[config.mk]
export PLATFORM = sky130hd
export DESIGN_NAME = cscan_disk_scheduler_core
export DESIGN_NICKNAME = d
export VERILOG_FILES = /design/src/csds_pkg.sv /design/src/csds_ram.sv /design/src/cscan_disk_scheduler_core.sv
export VERILOG_INCLUDE_DIRS = /design/src /design/src/src
export SDC_FILE = /design/constraint.sdc
export NUM_CORES = 1
export LEC_CHECK = 0
export BUFFER_PORTS_ARGS = -buffer_cell sky130_fd_sc_hd__clkbuf_2
export CORE_MARGIN = 1.5
export CORE_UTILIZATION = 50
export CTS_BUF_LIST = sky130_fd_sc_hd__clkbuf_4 sky130_fd_sc_hd__clkbuf_8
export CTS_CLUSTER_DIAMETER = 100
export CTS_CLUSTER_SIZE = 24
export DETAILED_ROUTE_END_ITERATION = 10
export PLACE_DENSITY = 0.71
export SYNTH_ARGS = -nofsm -noshare
export SYNTH_HDL_FRONTEND = slang
export SYNTH_HIERARCHICAL = 1
export SYNTH_SLANG_ARGS = --single-unit
[constraint.sdc]
create_clock -name clock -period 7.5 [get_ports clock]
set_clock_uncertainty 0.05 [all_clocks]
set_input_delay 1.5 -clock clock [delete_from_list [all_inputs] [get_ports clock]]
set_output_delay 1.5 -clock clock [all_outputs]
set_load 0.05 [all_outputs]
[src/assert_macros.svh]
// Assertion macros shared by the scheduler RTL.
// Depends on nothing; included by files that carry concurrent checks.
`ifndef ASSERT_MACROS_SVH
`define ASSERT_MACROS_SVH

// Same-cycle implication, disabled while reset is high
`define CSDS_ASSERT_IMPL(label, clk, rst, ante, cons, msg) \
   label: assert property (@(posedge clk) disable iff (rst) (ante) |-> (cons)) \
      else $error(msg);

// Next-cycle implication, disabled while reset is high
`define CSDS_ASSERT_NEXT(label, clk, rst, ante, cons, msg) \
   label: assert property (@(posedge clk) disable iff (rst) (ante) |=> (cons)) \
      else $error(msg);

`endif

[src/csds_pkg.sv]
// Shared types and constants for the C-SCAN disk scheduler.
// Depends on nothing; used by the scheduler core and the verification files.
package csds_pkg;

   localparam int MAX_REQUESTS_DEF = 32;

   localparam int CYL_W   = 12;
   localparam int COST_W  = 13;
   localparam int MS_W    = 8;
   localparam int TOTAL_W = 20;
   localparam int SEEK_W  = 28;
   localparam int KIND_W  = 2;
   localparam int CSR_IDX_W  = 2;
   localparam int CSR_DATA_W = 13;

   localparam logic [TOTAL_W-1:0] TOTAL_MAX = {TOTAL_W{1'b1}};

   localparam logic [CYL_W-1:0]  START_RST  = 12'd50;
   localparam logic [CYL_W-1:0]  TOP_RST    = 12'd199;
   localparam logic [COST_W-1:0] RETURN_RST = 13'd200;
   localparam logic [MS_W-1:0]   MS_RST     = 8'd5;

   localparam logic [CSR_IDX_W-1:0] CSR_START  = 2'd0;
   localparam logic [CSR_IDX_W-1:0] CSR_TOP    = 2'd1;
   localparam logic [CSR_IDX_W-1:0] CSR_RETURN = 2'd2;
   localparam logic [CSR_IDX_W-1:0] CSR_MS     = 2'd3;

   localparam logic [KIND_W-1:0] KIND_SERVE   = 2'd0;
   localparam logic [KIND_W-1:0] KIND_SWEEP   = 2'd1;
   localparam logic [KIND_W-1:0] KIND_RETURN  = 2'd2;
   localparam logic [KIND_W-1:0] KIND_SUMMARY = 2'd3;

   typedef enum logic [3:0] {
      ST_IDLE,
      ST_INS_RD,
      ST_INS_CMP,
      ST_CLOSE,
      ST_UP_RD,
      ST_UP_CMP,
      ST_SWEEP,
      ST_RETURN,
      ST_LOW_RD,
      ST_LOW_CMP,
      ST_SUMMARY
   } state_type;

endpackage

[src/csds_ram.sv]
// Generic single-write, single-read synchronous RAM with registered read data.
// Depends on nothing; holds the sorted request list of the scheduler.
module csds_ram #(
   parameter int WIDTH = 12,
   parameter int DEPTH = 32
) (
   input  logic                                  clock,
   input  logic                                  we,
   input  logic [(DEPTH > 1 ? $clog2(DEPTH) : 1)-1:0] waddr,
   input  logic [WIDTH-1:0]                      wdata,
   input  logic                                  re,
   input  logic [(DEPTH > 1 ? $clog2(DEPTH) : 1)-1:0] raddr,
   output logic [WIDTH-1:0]                      rdata
);

   logic [WIDTH-1:0] mem_ff [DEPTH];
   logic [WIDTH-1:0] rdata_ff;

   always_ff @(posedge clock) begin
      if (we) begin
         mem_ff[waddr] <= wdata;
      end
      // hold read data until the next read
      if (re) begin
         rdata_ff <= mem_ff[raddr];
      end
   end

   assign rdata = rdata_ff;

endmodule

[src/cscan_disk_scheduler_core.sv]
// C-SCAN disk scheduler: sorted request store and circular-scan service sequencer.
// Depends on csds_pkg, csds_ram and assert_macros.svh.
// Insertion: a read-compare-write walk through the request RAM shifts each larger stored entry up
//   one slot and writes the new request into the freed one; no request is taken during the walk.
// Service: close, an upward pass over the requests at or above the start, sweep, return, a lower
//   pass over the requests below the start and a summary, held by output stalls; N + 3 records.
// Reset (synchronous): config to defaults, batch empty, no RAM clearing pass.
`include "assert_macros.svh"

module cscan_disk_scheduler_core #(
   parameter int MAX_REQUESTS = csds_pkg::MAX_REQUESTS_DEF
) (
   input  logic                             clock,
   input  logic                             reset,
   // request channel
   input  logic                             req_valid,
   output logic                             req_ready,
   input  logic [csds_pkg::CYL_W-1:0]       req_cylinder,
   input  logic                             req_last_request,
   // result channel
   output logic                             rsp_valid,
   input  logic                             rsp_ready,
   output logic [csds_pkg::KIND_W-1:0]      rsp_kind,
   output logic [csds_pkg::CYL_W-1:0]       rsp_from_cylinder,
   output logic [csds_pkg::CYL_W-1:0]       rsp_to_cylinder,
   output logic [csds_pkg::COST_W-1:0]      rsp_movement,
   output logic [csds_pkg::TOTAL_W-1:0]     rsp_total_movement,
   output logic [csds_pkg::SEEK_W-1:0]      rsp_seek_time,
   output logic                             rsp_overflow,
   output logic                             rsp_last_result,
   // configuration
   input  logic                             csr_we,
   input  logic [csds_pkg::CSR_IDX_W-1:0]   csr_index,
   input  logic [csds_pkg::CSR_DATA_W-1:0]  csr_wdata
);

   localparam int CW = $clog2(MAX_REQUESTS + 1);
   localparam int AW = (MAX_REQUESTS > 1) ? $clog2(MAX_REQUESTS) : 1;
   localparam logic [CW-1:0] COUNT_FULL = CW'(MAX_REQUESTS);

   // configuration registers
   logic [csds_pkg::CYL_W-1:0]  start_ff;
   logic [csds_pkg::CYL_W-1:0]  top_ff;
   logic [csds_pkg::COST_W-1:0] return_ff;
   logic [csds_pkg::MS_W-1:0]   ms_ff;

   // batch state
   csds_pkg::state_type          state_ff, state_in;
   logic [CW-1:0]                count_ff;
   logic [CW-1:0]                idx_ff;
   logic                         drop_ff;
   logic [csds_pkg::CYL_W-1:0]   head_ff;
   logic [csds_pkg::TOTAL_W-1:0] total_ff;
   logic [csds_pkg::CYL_W-1:0]   cyl_ff;
   logic                         last_ff;

   // output register
   logic                         rsp_valid_ff;
   logic [csds_pkg::KIND_W-1:0]  kind_ff;
   logic [csds_pkg::CYL_W-1:0]   from_ff;
   logic [csds_pkg::CYL_W-1:0]   to_ff;
   logic [csds_pkg::COST_W-1:0]  mv_ff;
   logic [csds_pkg::TOTAL_W-1:0] tot_out_ff;
   logic [csds_pkg::SEEK_W-1:0]  seek_ff;
   logic                         ovf_ff;
   logic                         last_out_ff;

   // RAM
   logic                         ram_we;
   logic [AW-1:0]                ram_waddr;
   logic [csds_pkg::CYL_W-1:0]   ram_wdata;
   logic                         ram_re;
   logic [AW-1:0]                ram_raddr;
   logic [csds_pkg::CYL_W-1:0]   ram_rdata;

   // control
   logic                         req_fire;
   logic                         out_free;
   logic                         out_load;
   logic [csds_pkg::KIND_W-1:0]  out_kind;
   logic [csds_pkg::CYL_W-1:0]   out_from;
   logic [csds_pkg::CYL_W-1:0]   out_to;
   logic [csds_pkg::COST_W-1:0]  out_mv;
   logic [csds_pkg::CYL_W-1:0]   dist_tgt;
   logic [csds_pkg::COST_W-1:0]  dist_mv;
   logic [csds_pkg::TOTAL_W:0]   total_sum;
   logic [csds_pkg::TOTAL_W-1:0] total_sat;
   logic                         insert_done;
   logic                         below_start;

   csds_ram #(
      .WIDTH (csds_pkg::CYL_W),
      .DEPTH (MAX_REQUESTS)
   ) u_ram (
      .clock (clock),
      .we    (ram_we),
      .waddr (ram_waddr),
      .wdata (ram_wdata),
      .re    (ram_re),
      .raddr (ram_raddr),
      .rdata (ram_rdata)
   );

   assign req_ready   = (state_ff == csds_pkg::ST_IDLE);
   assign req_fire    = req_valid && req_ready;
   assign out_free    = !rsp_valid_ff || rsp_ready;
   assign below_start = (ram_rdata < start_ff);
   assign insert_done = ((state_ff == csds_pkg::ST_INS_RD) && (idx_ff == '0))
                     || ((state_ff == csds_pkg::ST_INS_CMP) && !(ram_rdata > cyl_ff));

   // head distance, shared by service moves and the sweep
   assign dist_tgt = (state_ff == csds_pkg::ST_SWEEP) ? top_ff : ram_rdata;
   assign dist_mv  = (dist_tgt > head_ff) ? csds_pkg::COST_W'(dist_tgt - head_ff)
                                          : csds_pkg::COST_W'(head_ff - dist_tgt);

   assign total_sum = {1'b0, total_ff} + (csds_pkg::TOTAL_W + 1)'(out_mv);
   assign total_sat = total_sum[csds_pkg::TOTAL_W] ? csds_pkg::TOTAL_MAX
                                                   : total_sum[csds_pkg::TOTAL_W-1:0];

   // next state
   always_comb begin
      state_in = state_ff;
      unique case (state_ff)
         csds_pkg::ST_IDLE: begin
            if (req_fire) begin
               if (count_ff == COUNT_FULL) begin
                  state_in = req_last_request ? csds_pkg::ST_CLOSE : csds_pkg::ST_IDLE;
               end else begin
                  state_in = csds_pkg::ST_INS_RD;
               end
            end
         end
         csds_pkg::ST_INS_RD: begin
            if (insert_done) begin
               state_in = last_ff ? csds_pkg::ST_CLOSE : csds_pkg::ST_IDLE;
            end else begin
               state_in = csds_pkg::ST_INS_CMP;
            end
         end
         csds_pkg::ST_INS_CMP: begin
            if (insert_done) begin
               state_in = last_ff ? csds_pkg::ST_CLOSE : csds_pkg::ST_IDLE;
            end else begin
               state_in = csds_pkg::ST_INS_RD;
            end
         end
         csds_pkg::ST_CLOSE: state_in = csds_pkg::ST_UP_RD;
         csds_pkg::ST_UP_RD: begin
            state_in = (idx_ff == count_ff) ? csds_pkg::ST_SWEEP : csds_pkg::ST_UP_CMP;
         end
         csds_pkg::ST_UP_CMP: begin
            if (below_start || out_free) begin
               state_in = csds_pkg::ST_UP_RD;
            end
         end
         csds_pkg::ST_SWEEP: begin
            if (out_free) begin
               state_in = csds_pkg::ST_RETURN;
            end
         end
         csds_pkg::ST_RETURN: begin
            if (out_free) begin
               state_in = csds_pkg::ST_LOW_RD;
            end
         end
         csds_pkg::ST_LOW_RD: begin
            state_in = (idx_ff == count_ff) ? csds_pkg::ST_SUMMARY : csds_pkg::ST_LOW_CMP;
         end
         csds_pkg::ST_LOW_CMP: begin
            if (!below_start) begin
               state_in = csds_pkg::ST_SUMMARY;
            end else if (out_free) begin
               state_in = csds_pkg::ST_LOW_RD;
            end
         end
         csds_pkg::ST_SUMMARY: begin
            if (out_free) begin
               state_in = csds_pkg::ST_IDLE;
            end
         end
         default: state_in = csds_pkg::ST_IDLE;
      endcase
   end

   // outputs of the sequencer: RAM accesses and record contents
   always_comb begin
      ram_we    = 1'b0;
      ram_waddr = idx_ff[AW-1:0];
      ram_wdata = cyl_ff;
      ram_re    = 1'b0;
      ram_raddr = idx_ff[AW-1:0];
      out_load  = 1'b0;
      out_kind  = csds_pkg::KIND_SERVE;
      out_from  = head_ff;
      out_to    = ram_rdata;
      out_mv    = dist_mv;
      unique case (state_ff)
         csds_pkg::ST_INS_RD: begin
            if (idx_ff == '0) begin
               ram_we = 1'b1;
            end else begin
               ram_re    = 1'b1;
               ram_raddr = AW'(idx_ff - CW'(1));
            end
         end
         csds_pkg::ST_INS_CMP: begin
            // shift the larger entry up one place, or drop the new one in
            ram_we    = 1'b1;
            ram_wdata = (ram_rdata > cyl_ff) ? ram_rdata : cyl_ff;
         end
         csds_pkg::ST_UP_RD, csds_pkg::ST_LOW_RD: begin
            ram_re = (idx_ff != count_ff);
         end
         csds_pkg::ST_UP_CMP: begin
            out_load = !below_start && out_free;
         end
         csds_pkg::ST_LOW_CMP: begin
            out_load = below_start && out_free;
         end
         csds_pkg::ST_SWEEP: begin
            out_load = out_free;
            out_kind = csds_pkg::KIND_SWEEP;
            out_to   = top_ff;
         end
         csds_pkg::ST_RETURN: begin
            out_load = out_free;
            out_kind = csds_pkg::KIND_RETURN;
            out_from = top_ff;
            out_to   = '0;
            out_mv   = return_ff;
         end
         csds_pkg::ST_SUMMARY: begin
            out_load = out_free;
            out_kind = csds_pkg::KIND_SUMMARY;
            out_to   = head_ff;
            out_mv   = '0;
         end
         default: begin
         end
      endcase
   end

   // configuration
   always_ff @(posedge clock) begin
      if (reset) begin
         start_ff  <= csds_pkg::START_RST;
         top_ff    <= csds_pkg::TOP_RST;
         return_ff <= csds_pkg::RETURN_RST;
         ms_ff     <= csds_pkg::MS_RST;
      end else if (csr_we) begin
         unique case (csr_index)
            csds_pkg::CSR_START:  start_ff  <= csr_wdata[csds_pkg::CYL_W-1:0];
            csds_pkg::CSR_TOP:    top_ff    <= csr_wdata[csds_pkg::CYL_W-1:0];
            csds_pkg::CSR_RETURN: return_ff <= csr_wdata[csds_pkg::COST_W-1:0];
            csds_pkg::CSR_MS:     ms_ff     <= csr_wdata[csds_pkg::MS_W-1:0];
            default: begin
            end
         endcase
      end
   end

   // batch control state
   always_ff @(posedge clock) begin
      if (reset) begin
         state_ff     <= csds_pkg::ST_IDLE;
         count_ff     <= '0;
         drop_ff      <= 1'b0;
         rsp_valid_ff <= 1'b0;
      end else begin
         state_ff <= state_in;
         if (out_load) begin
            rsp_valid_ff <= 1'b1;
         end else if (rsp_ready) begin
            rsp_valid_ff <= 1'b0;
         end
         if (req_fire && (count_ff == COUNT_FULL)) begin
            drop_ff <= 1'b1;
         end
         if (insert_done) begin
            count_ff <= count_ff + CW'(1);
         end
         if ((state_ff == csds_pkg::ST_SUMMARY) && out_free) begin
            count_ff <= '0;
            drop_ff  <= 1'b0;
         end
      end
   end

   // datapath
   always_ff @(posedge clock) begin
      if (req_fire) begin
         cyl_ff  <= req_cylinder;
         last_ff <= req_last_request;
         idx_ff  <= count_ff;
      end
      unique case (state_ff)
         csds_pkg::ST_INS_CMP: begin
            if (ram_rdata > cyl_ff) begin
               idx_ff <= idx_ff - CW'(1);
            end
         end
         csds_pkg::ST_CLOSE: begin
            head_ff  <= start_ff;
            total_ff <= '0;
            idx_ff   <= '0;
         end
         csds_pkg::ST_UP_CMP, csds_pkg::ST_LOW_CMP: begin
            if (out_load) begin
               head_ff  <= ram_rdata;
               total_ff <= total_sat;
               idx_ff   <= idx_ff + CW'(1);
            end else if (state_ff == csds_pkg::ST_UP_CMP && below_start) begin
               idx_ff <= idx_ff + CW'(1);
            end
         end
         csds_pkg::ST_SWEEP: begin
            if (out_free) begin
               head_ff  <= top_ff;
               total_ff <= total_sat;
            end
         end
         csds_pkg::ST_RETURN: begin
            if (out_free) begin
               head_ff  <= '0;
               total_ff <= total_sat;
               idx_ff   <= '0;
            end
         end
         default: begin
         end
      endcase

      if (out_load) begin
         kind_ff     <= out_kind;
         from_ff     <= out_from;
         to_ff       <= out_to;
         mv_ff       <= out_mv;
         ovf_ff      <= drop_ff;
         if (out_kind == csds_pkg::KIND_SUMMARY) begin
            tot_out_ff  <= total_ff;
            seek_ff     <= csds_pkg::SEEK_W'(total_ff) * csds_pkg::SEEK_W'(ms_ff);
            last_out_ff <= 1'b1;
         end else begin
            tot_out_ff  <= total_sat;
            seek_ff     <= '0;
            last_out_ff <= 1'b0;
         end
      end
   end

   assign rsp_valid          = rsp_valid_ff;
   assign rsp_kind           = kind_ff;
   assign rsp_from_cylinder  = from_ff;
   assign rsp_to_cylinder    = to_ff;
   assign rsp_movement       = mv_ff;
   assign rsp_total_movement = tot_out_ff;
   assign rsp_seek_time      = seek_ff;
   assign rsp_overflow       = ovf_ff;
   assign rsp_last_result    = last_out_ff;

   `CSDS_ASSERT_IMPL(a_count_bound, clock, reset, 1'b1, count_ff <= COUNT_FULL,
      "request count beyond capacity")
   `CSDS_ASSERT_NEXT(a_drop_on_full, clock, reset, req_fire && (count_ff == COUNT_FULL),
      drop_ff && (count_ff == COUNT_FULL), "full store did not drop the request")
   `CSDS_ASSERT_IMPL(a_no_overwrite, clock, reset, out_load, !rsp_valid_ff || rsp_ready,
      "pending record overwritten")
   `CSDS_ASSERT_IMPL(a_summary_last, clock, reset, rsp_valid_ff,
      (kind_ff == csds_pkg::KIND_SUMMARY) == last_out_ff, "last flag not tied to summary")

endmodule

After elaboration in Yosys (flattened, before gate mapping):

Memories as Yosys holds them, arrays and structs flattened. A register that Yosys moved wholly into a read port is not among the register bits.
Cells that the tools add are included.

* bits in registers: 197
* bits in writable memories: 384
* bits of input ports: 33
* logic and storage cells: 137
* memories: 1

* add/sub/neg operators: 6
* multiply operators: 1
* magnitude comparators: 3
* equality and inequality tests: 24
* multiplexer cells: 49
* reduce and logical (&&, ||, !) cells: 32

Memories
* u_ram.mem_ff: depth 32, width 12, read ports 1, clocked after Yosys merged registers in 1, write ports 1, RTL line csds_ram.sv:16 `logic [WIDTH-1:0] mem_ff [DEPTH];`

Operator list (number)
* two-way mux 12 bit: 7
* two-way mux 20 bit: 4
* case mux 20 bit (3 select lines): 1
* case mux 12 bit (4 select lines): 1
* case mux 4 bit (11 select lines): 1
* case mux 12 bit (3 select lines): 1
* two-way mux 6 bit: 5
* multiplier 20 x 8 -> 28 bit: 1
* case mux 13 bit (2 select lines): 1
* subtractor 12 x 12 -> 13 bit: 2
* > comparator 12 bit: 2
* two-way mux 4 bit: 6
* case mux 6 bit (4 select lines): 1
* adder 20 x 13 -> 21 bit: 1
* == test 4 x 3 -> 1 bit (second input constant): 4
* two-way mux 2 bit: 7
* two-way mux 13 bit: 1
* adder 6 x 1 -> 6 bit (second input constant): 2
* == test 4 bit (second input constant): 3
* less-than comparator 12 bit: 1
* two-way mux 5 bit: 2
* inequality test 2 bit (second input constant): 5
* == test 4 x 2 -> 1 bit (second input constant): 2
* logical AND 1 bit: 8
* other kinds (25): 46

Longest topological paths before layout:

* depth in word-level cells: 9
* mapped depth: 26
* depth with buffers taken out: 25

By module:

The synthesis kept the hierarchy.

Modules (own cells, without submodules)
* cscan_disk_scheduler_core: instances 1, cells an instance 1772, area each 15900.2 um^2, seq. area each 5285.1 um^2
* csds_ram: instances 1, cells an instance 868, area each 15588.7 um^2, seq. area each 11891.4 um^2

Worst setup path before layout:

OpenSTA, ideal clock, no wires.

* path type: input port to flip-flop
* start point: in rsp_ready
* end point: reg from_ff (netlist bit rsp_from_cylinder[0]), enable pin
* library setup time: 0.537 ns
* arrival: 5.383 ns
* data required time: 6.913 ns
* path slack: 1.529 ns
* cell stages on the path: 3
* cell sequence: or2b_2 > inv_1 > nor2_1

* cells in the longest elaborated chain, start to end: 3
* elaborated cells between the ends (all ways): 4
* classes of those cells: 1 x mux; 3 x reduce/logical

Ends and longest elaborated chain
* start: declaration: RTL line cscan_disk_scheduler_core.sv:22 `input logic rsp_ready,`
* logical OR 1 bit *: RTL line cscan_disk_scheduler_core.sv:106 `assign out_free = !rsp_valid_ff || rsp_ready;`
* logical AND 1 bit (on tied branches): RTL line cscan_disk_scheduler_core.sv:218, cscan_disk_scheduler_core.sv:215
* case mux 1 bit (3 select lines) *: RTL line cscan_disk_scheduler_core.sv:197 `unique case (state_ff)`
* via out_load: RTL line cscan_disk_scheduler_core.sv:79 `logic out_load;`
* end signal: assignment: RTL line cscan_disk_scheduler_core.sv:335 `from_ff <= out_from;`
* end: declaration: RTL line cscan_disk_scheduler_core.sv:60 `logic [csds_pkg::CYL_W-1:0] from_ff;`

Mark *: on every way through the listed nets, which the timed path passes. The rest lies on a longest branch.
A chain may end at the register's enable or synchronous reset.

Final worst setup path:

* start point: reg state_ff[2]
* end point: reg total_ff[17] (netlist name), data pin

* cells in the longest elaborated chain, start to end: 9
* elaborated cells between the ends (all ways): 19
* classes of those cells: 3 x add/sub; 1 x order compare; 6 x eq/ne; 7 x mux; 2 x reduce/logical

Ends and longest elaborated chain
* start: declaration: RTL line cscan_disk_scheduler_core.sv:48 `csds_pkg::state_type state_ff, state_in;`
* start signal: assignment: RTL line cscan_disk_scheduler_core.sv:265 `state_ff <= csds_pkg::ST_IDLE;`
* start signal: assignment: RTL line cscan_disk_scheduler_core.sv:270 `state_ff <= state_in;`
* == test 4 x 3 -> 1 bit: RTL line cscan_disk_scheduler_core.sv:112 `assign dist_tgt = (state_ff == csds_pkg::ST_SWEEP) ? top_ff : ram_rdata;`
* two-way mux 12 bit: RTL line cscan_disk_scheduler_core.sv:112
* subtractor 12 x 12 -> 13 bit (tied with other cells): RTL line cscan_disk_scheduler_core.sv:114 `: csds_pkg::COST_W'(head_ff - dist_tgt);`
* two-way mux 13 bit: RTL line cscan_disk_scheduler_core.sv:113 `assign dist_mv = (dist_tgt > head_ff) ? csds_pkg::COST_W'(dist_tgt - head_ff)`
* case mux 13 bit (2 select lines) *: RTL line cscan_disk_scheduler_core.sv:197
* via out_mv (one bit): RTL line cscan_disk_scheduler_core.sv:83 `logic [csds_pkg::COST_W-1:0] out_mv;`
* adder 20 x 13 -> 21 bit *: RTL line cscan_disk_scheduler_core.sv:116 `assign total_sum = {1'b0, total_ff} + (csds_pkg::TOTAL_W + 1)'(out_mv);`
* two-way mux 20 bit *: RTL line cscan_disk_scheduler_core.sv:117 `assign total_sat = total_sum[csds_pkg::TOTAL_W] ? csds_pkg::TOTAL_MAX`
* two-way mux 20 bit (on tied branches): RTL line cscan_disk_scheduler_core.sv:317, cscan_disk_scheduler_core.sv:323, cscan_disk_scheduler_core.sv:308
* case mux 20 bit (3 select lines) *: RTL line cscan_disk_scheduler_core.sv:296 `unique case (state_ff)`
* end signal: assignment: RTL line cscan_disk_scheduler_core.sv:310 `total_ff <= total_sat;`
* end signal: assignment: RTL line cscan_disk_scheduler_core.sv:319 `total_ff <= total_sat;`
* end signal: assignment: RTL line cscan_disk_scheduler_core.sv:325 `total_ff <= total_sat;`
* end: declaration: RTL line cscan_disk_scheduler_core.sv:53 `logic [csds_pkg::TOTAL_W-1:0] total_ff;`

Mark *: on every way through the listed nets, which the timed path passes. The rest lies on a longest branch. The select of a mux whose other input is x is not followed.

==> impl_metrics.json <==
{
  "nFillCells": 5278,
  "num_rows": 91,
  "maxSlewViolCount": 0,
  "power.leakage_nw": 12.48,
  "die_y_um": 254.0,
  "cts_max_level": 1,
  "ys_seq_area_frac": 0.5455,
  "clkTransAtPathRegs_ns": 0.15,
  "first_iter_violations": 1913,
  "yosysTopAreaCell": "edfxtp_1",
  "cts_sinks": 593,
  "crit_path_start_kind": "flop",
  "synth_cell_type_count": 85,
  "gr-total-overflow": 0,
  "antenna_cells": 0,
  "cts_buffers": 30,
  "p_total_mw": 12.23,
  "drv_cap": 0,
  "grt_max_degree": 97,
  "grt_pass1_wl_um": 116600,
  "syn_nets": 2898,
  "ys.flop_type": "edfxtp_1",
  "netlist_top_cells_area": "edfxtp_1, fa_1, mux2i_1",
  "critPathMaxFanout": 16,
  "min_delay_path_depth": 2,
  "tritoncts": "done",
  "design.core.area_um2": 61940,
  "dp_hpwl_um": 52690,
  "worstMarginPinSlew_ns": 1.360,
  "initial_utilization": 0.5084,
  "status": "finished clean",
  "first_pass_iters": 6,
  "max_freq_mhz": 149.1,
  "synthArstFlopShare": 0,
  "powerDensity_nw_per_um2": 365.5,
  "reg2regPathDepth": 21,
  "synth-seq-cells": 593,
  "synth_edf_count": 530,
  "synth.top_cell.area_share": 0.5054,
  "drive_above_1_share": 0.1007,
  "route.detailed.drc": 0,
  "syn_avg_cell_area_um2": 11.93,
  "clockRootBuffer": "clkbuf_8",
  "rsz0062_at_grt": "false",
  "crit_type": "flop to flop",
  "drtAntennaViolNets": 0,
  "wire_per_inst_um": 21.56,
  "peakVddDrop_mv": 0.9245,
  "cts_hold_buf": 0,
  "finalSetupViolations": 0,
  "end_kind": "flop",
  "hold_path_class": "flop to flop",
  "r2r_end": "total_ff[17]",
  "ys_warn_count": 6,
  "holdWs_ns": 0.4204,
  "io_buffers": 123,
  "area_growth_pct": 6.270,
  "fin_crit_sh": 0.8942,
  "max-slew-margin-rel": 0.08982,
  "hold_viol": 0,
  "crit_required_ns": 7.99,
  "final.min_clock_period_ns": 6.706,
  "gp_congestion": 0.9344,
  "syn_area_um2": 31490,
  "worstHoldEndpoint": "start_ff[9]",
  "dr_total_vias": 20690,
  "post_synth_inst_count": 2640,
  "clkLatencyLatePin_ns": 0.73,
  "clockBufferDepth": 3,
  "nets": 2955,
  "tns_ns": 0,
  "r2r-start": "state_ff[2]",
  "die_area_um2": 64490,
  "post_cts_buffers": 0,
  "regToRegSetupSlack_ns": 0.79,
  "routed_via_density": 5.816,
  "min-delay-start": "start_ff[9]",
  "grt_antenna_before_repair": 0,
  "grt_pass1_vias": 19880,
  "die_w_um": 254.0,
  "cts_resized": 0,
  "wl_um": 76710,
  "track_usage": 0.2363,
  "worstPathArrival_ns": 7.20,
  "num_io_pins": 124
}
synthesized netlist by cell type, types with 24 or more instances:
cell and n:
xnor2_1 24, nand4_1 25, a22oi_1 60, dfxtp_1 63
inv_1 178, nor3_1 28, and2_1 82, nor2_1 143
mux2i_1 202, a22o_1 26, clkbuf_1 91, a21o_1 33
ha_1 114, a21oi_1 130, edfxtp_1 530, fa_1 111
nand2_1 362, o21ai_0 77, xor2_1 33, nand3_1 57
metal layers:
layer / wire length, um / vias to the layer above / GRT usage
met5: 0 / - / 0
met4: 1457 / 0 / 0.04711
met3: 4894 / 87 / 0.02509
met2: 37180 / 745 / 0.3965
met1: 33180 / 10370 / 0.3342
li1: - / 9491 / -
cells in the final DEF (no fill, tap or decap), types with 40 or more instances in the layout:
cell type	count
nor2_1	141
nand2_1	361
a21oi_1	129
clkbuf_2	123
ha_1	114
o21ai_0	66
edfxtp_1	530
inv_1	178
a22oi_1	60
fa_1	111
mux2i_1	202
and2_1	82
dfxtp_1	63
nand3_1	57
buf_4	40
worst max-delay path, stage by stage, from the launching register on:
cell and delay, ns:
dfxtp_1 0.60, nor2b_1 0.45, nand2_1 0.45, nand2_1 0.18, nand2_1 0.08, ha_1 0.46
nand3_1 0.15, nor2_1 0.15, o211ai_1 0.17, a41oi_2 0.75, mux2i_1 0.27, a22o_1 0.21
inv_1 0.09, fa_1 0.42, nand2b_1 0.19, a21oi_1 0.28, o221a_2 0.27, a211o_1 0.17
nand3_1 0.47, nand2_1 0.25, inv_1 0.08, a311oi_1 0.29
how the worst max path moves through the flow:
| stage | startpoint | slack, ns | end |
|---|---|---|---|
| floorplan | rsp_ready | 1.53 | rsp_from_cylinder[0] |
| global placement | state_ff[2] | 0.94 | rsp_total_movement[15] |
| detailed placement | state_ff[2] | 0.88 | rsp_total_movement[15] |
| CTS | state_ff[1] | 0.83 | rsp_total_movement[15] |
| global route | state_ff[2] | 0.15 | rsp_total_movement[15] |
| finish | state_ff[2] | 0.79 | total_ff[17] |
through the flow:
step                  util  worst slack, ns  instance area [um^2]  instances
floorplan                -            1.529                 31490       2640
global placement    0.5296           0.9425                 32800       3502
detailed placement  0.5296           0.8828                 32800       3502
CTS                 0.5403           0.8266                 33460       3558
global route        0.5403           0.1471                 33460       3558
finish              0.5403           0.7938                 33460       3558
state kept, by name (all words and copies together), names as in the netlist, 8 cells and up:
register,cells
cyl_ff,12
head_ff,12
ms_ff,8
return_ff,13
rsp_from_cylinder,12
rsp_movement,13
rsp_seek_time,28
rsp_to_cylinder,12
rsp_total_movement,20
start_ff,12
top_ff,12
total_ff,20
u_ram/mem_ff,384
u_ram/rdata,12
cells by family (layout without fill, tap and decap cells):
| kind of cell | Yosys count | after routing | synth area share |
|---|---|---|---|
| AO/OA/AOI/OAI | 448 | 448 | 0.09393 |
| XOR/XNOR | 57 | 57 | 0.01585 |
| adder cells (fa/ha/maj) | 225 | 225 | 0.1159 |
| buffers and inverters | 319 | 400 | 0.04677 |
| flip-flops | 593 | 593 | 0.5455 |
| multiplexers | 207 | 207 | 0.06612 |
| AND/OR/NAND/NOR | 791 | 791 | 0.1160 |
power breakdown:
group	switching, mW	internal, mW	leakage (nW)
sequential	0.252	4.18	5.26
clock	1.01	0.533	0.356
combinational	3.95	2.30	6.87
total	5.21	7.02	12.5
area by class of cell:
| cell class | instances | area (um^2) | share of cell area |
|---|---|---|---|
| tap | 837 | 1047 | 0.03130 |
| sequential | 593 | 17180 | 0.5133 |
| clock inverter | 7 | 101.3 | 0.003029 |
| clock buffer | 49 | 561.8 | 0.01679 |
| inverter | 179 | 671.9 | 0.02008 |
| timing repair buffer | 165 | 955.9 | 0.02857 |
| multi-input combinational | 1728 | 12950 | 0.3870 |
Power figures use the tool's default switching activity.
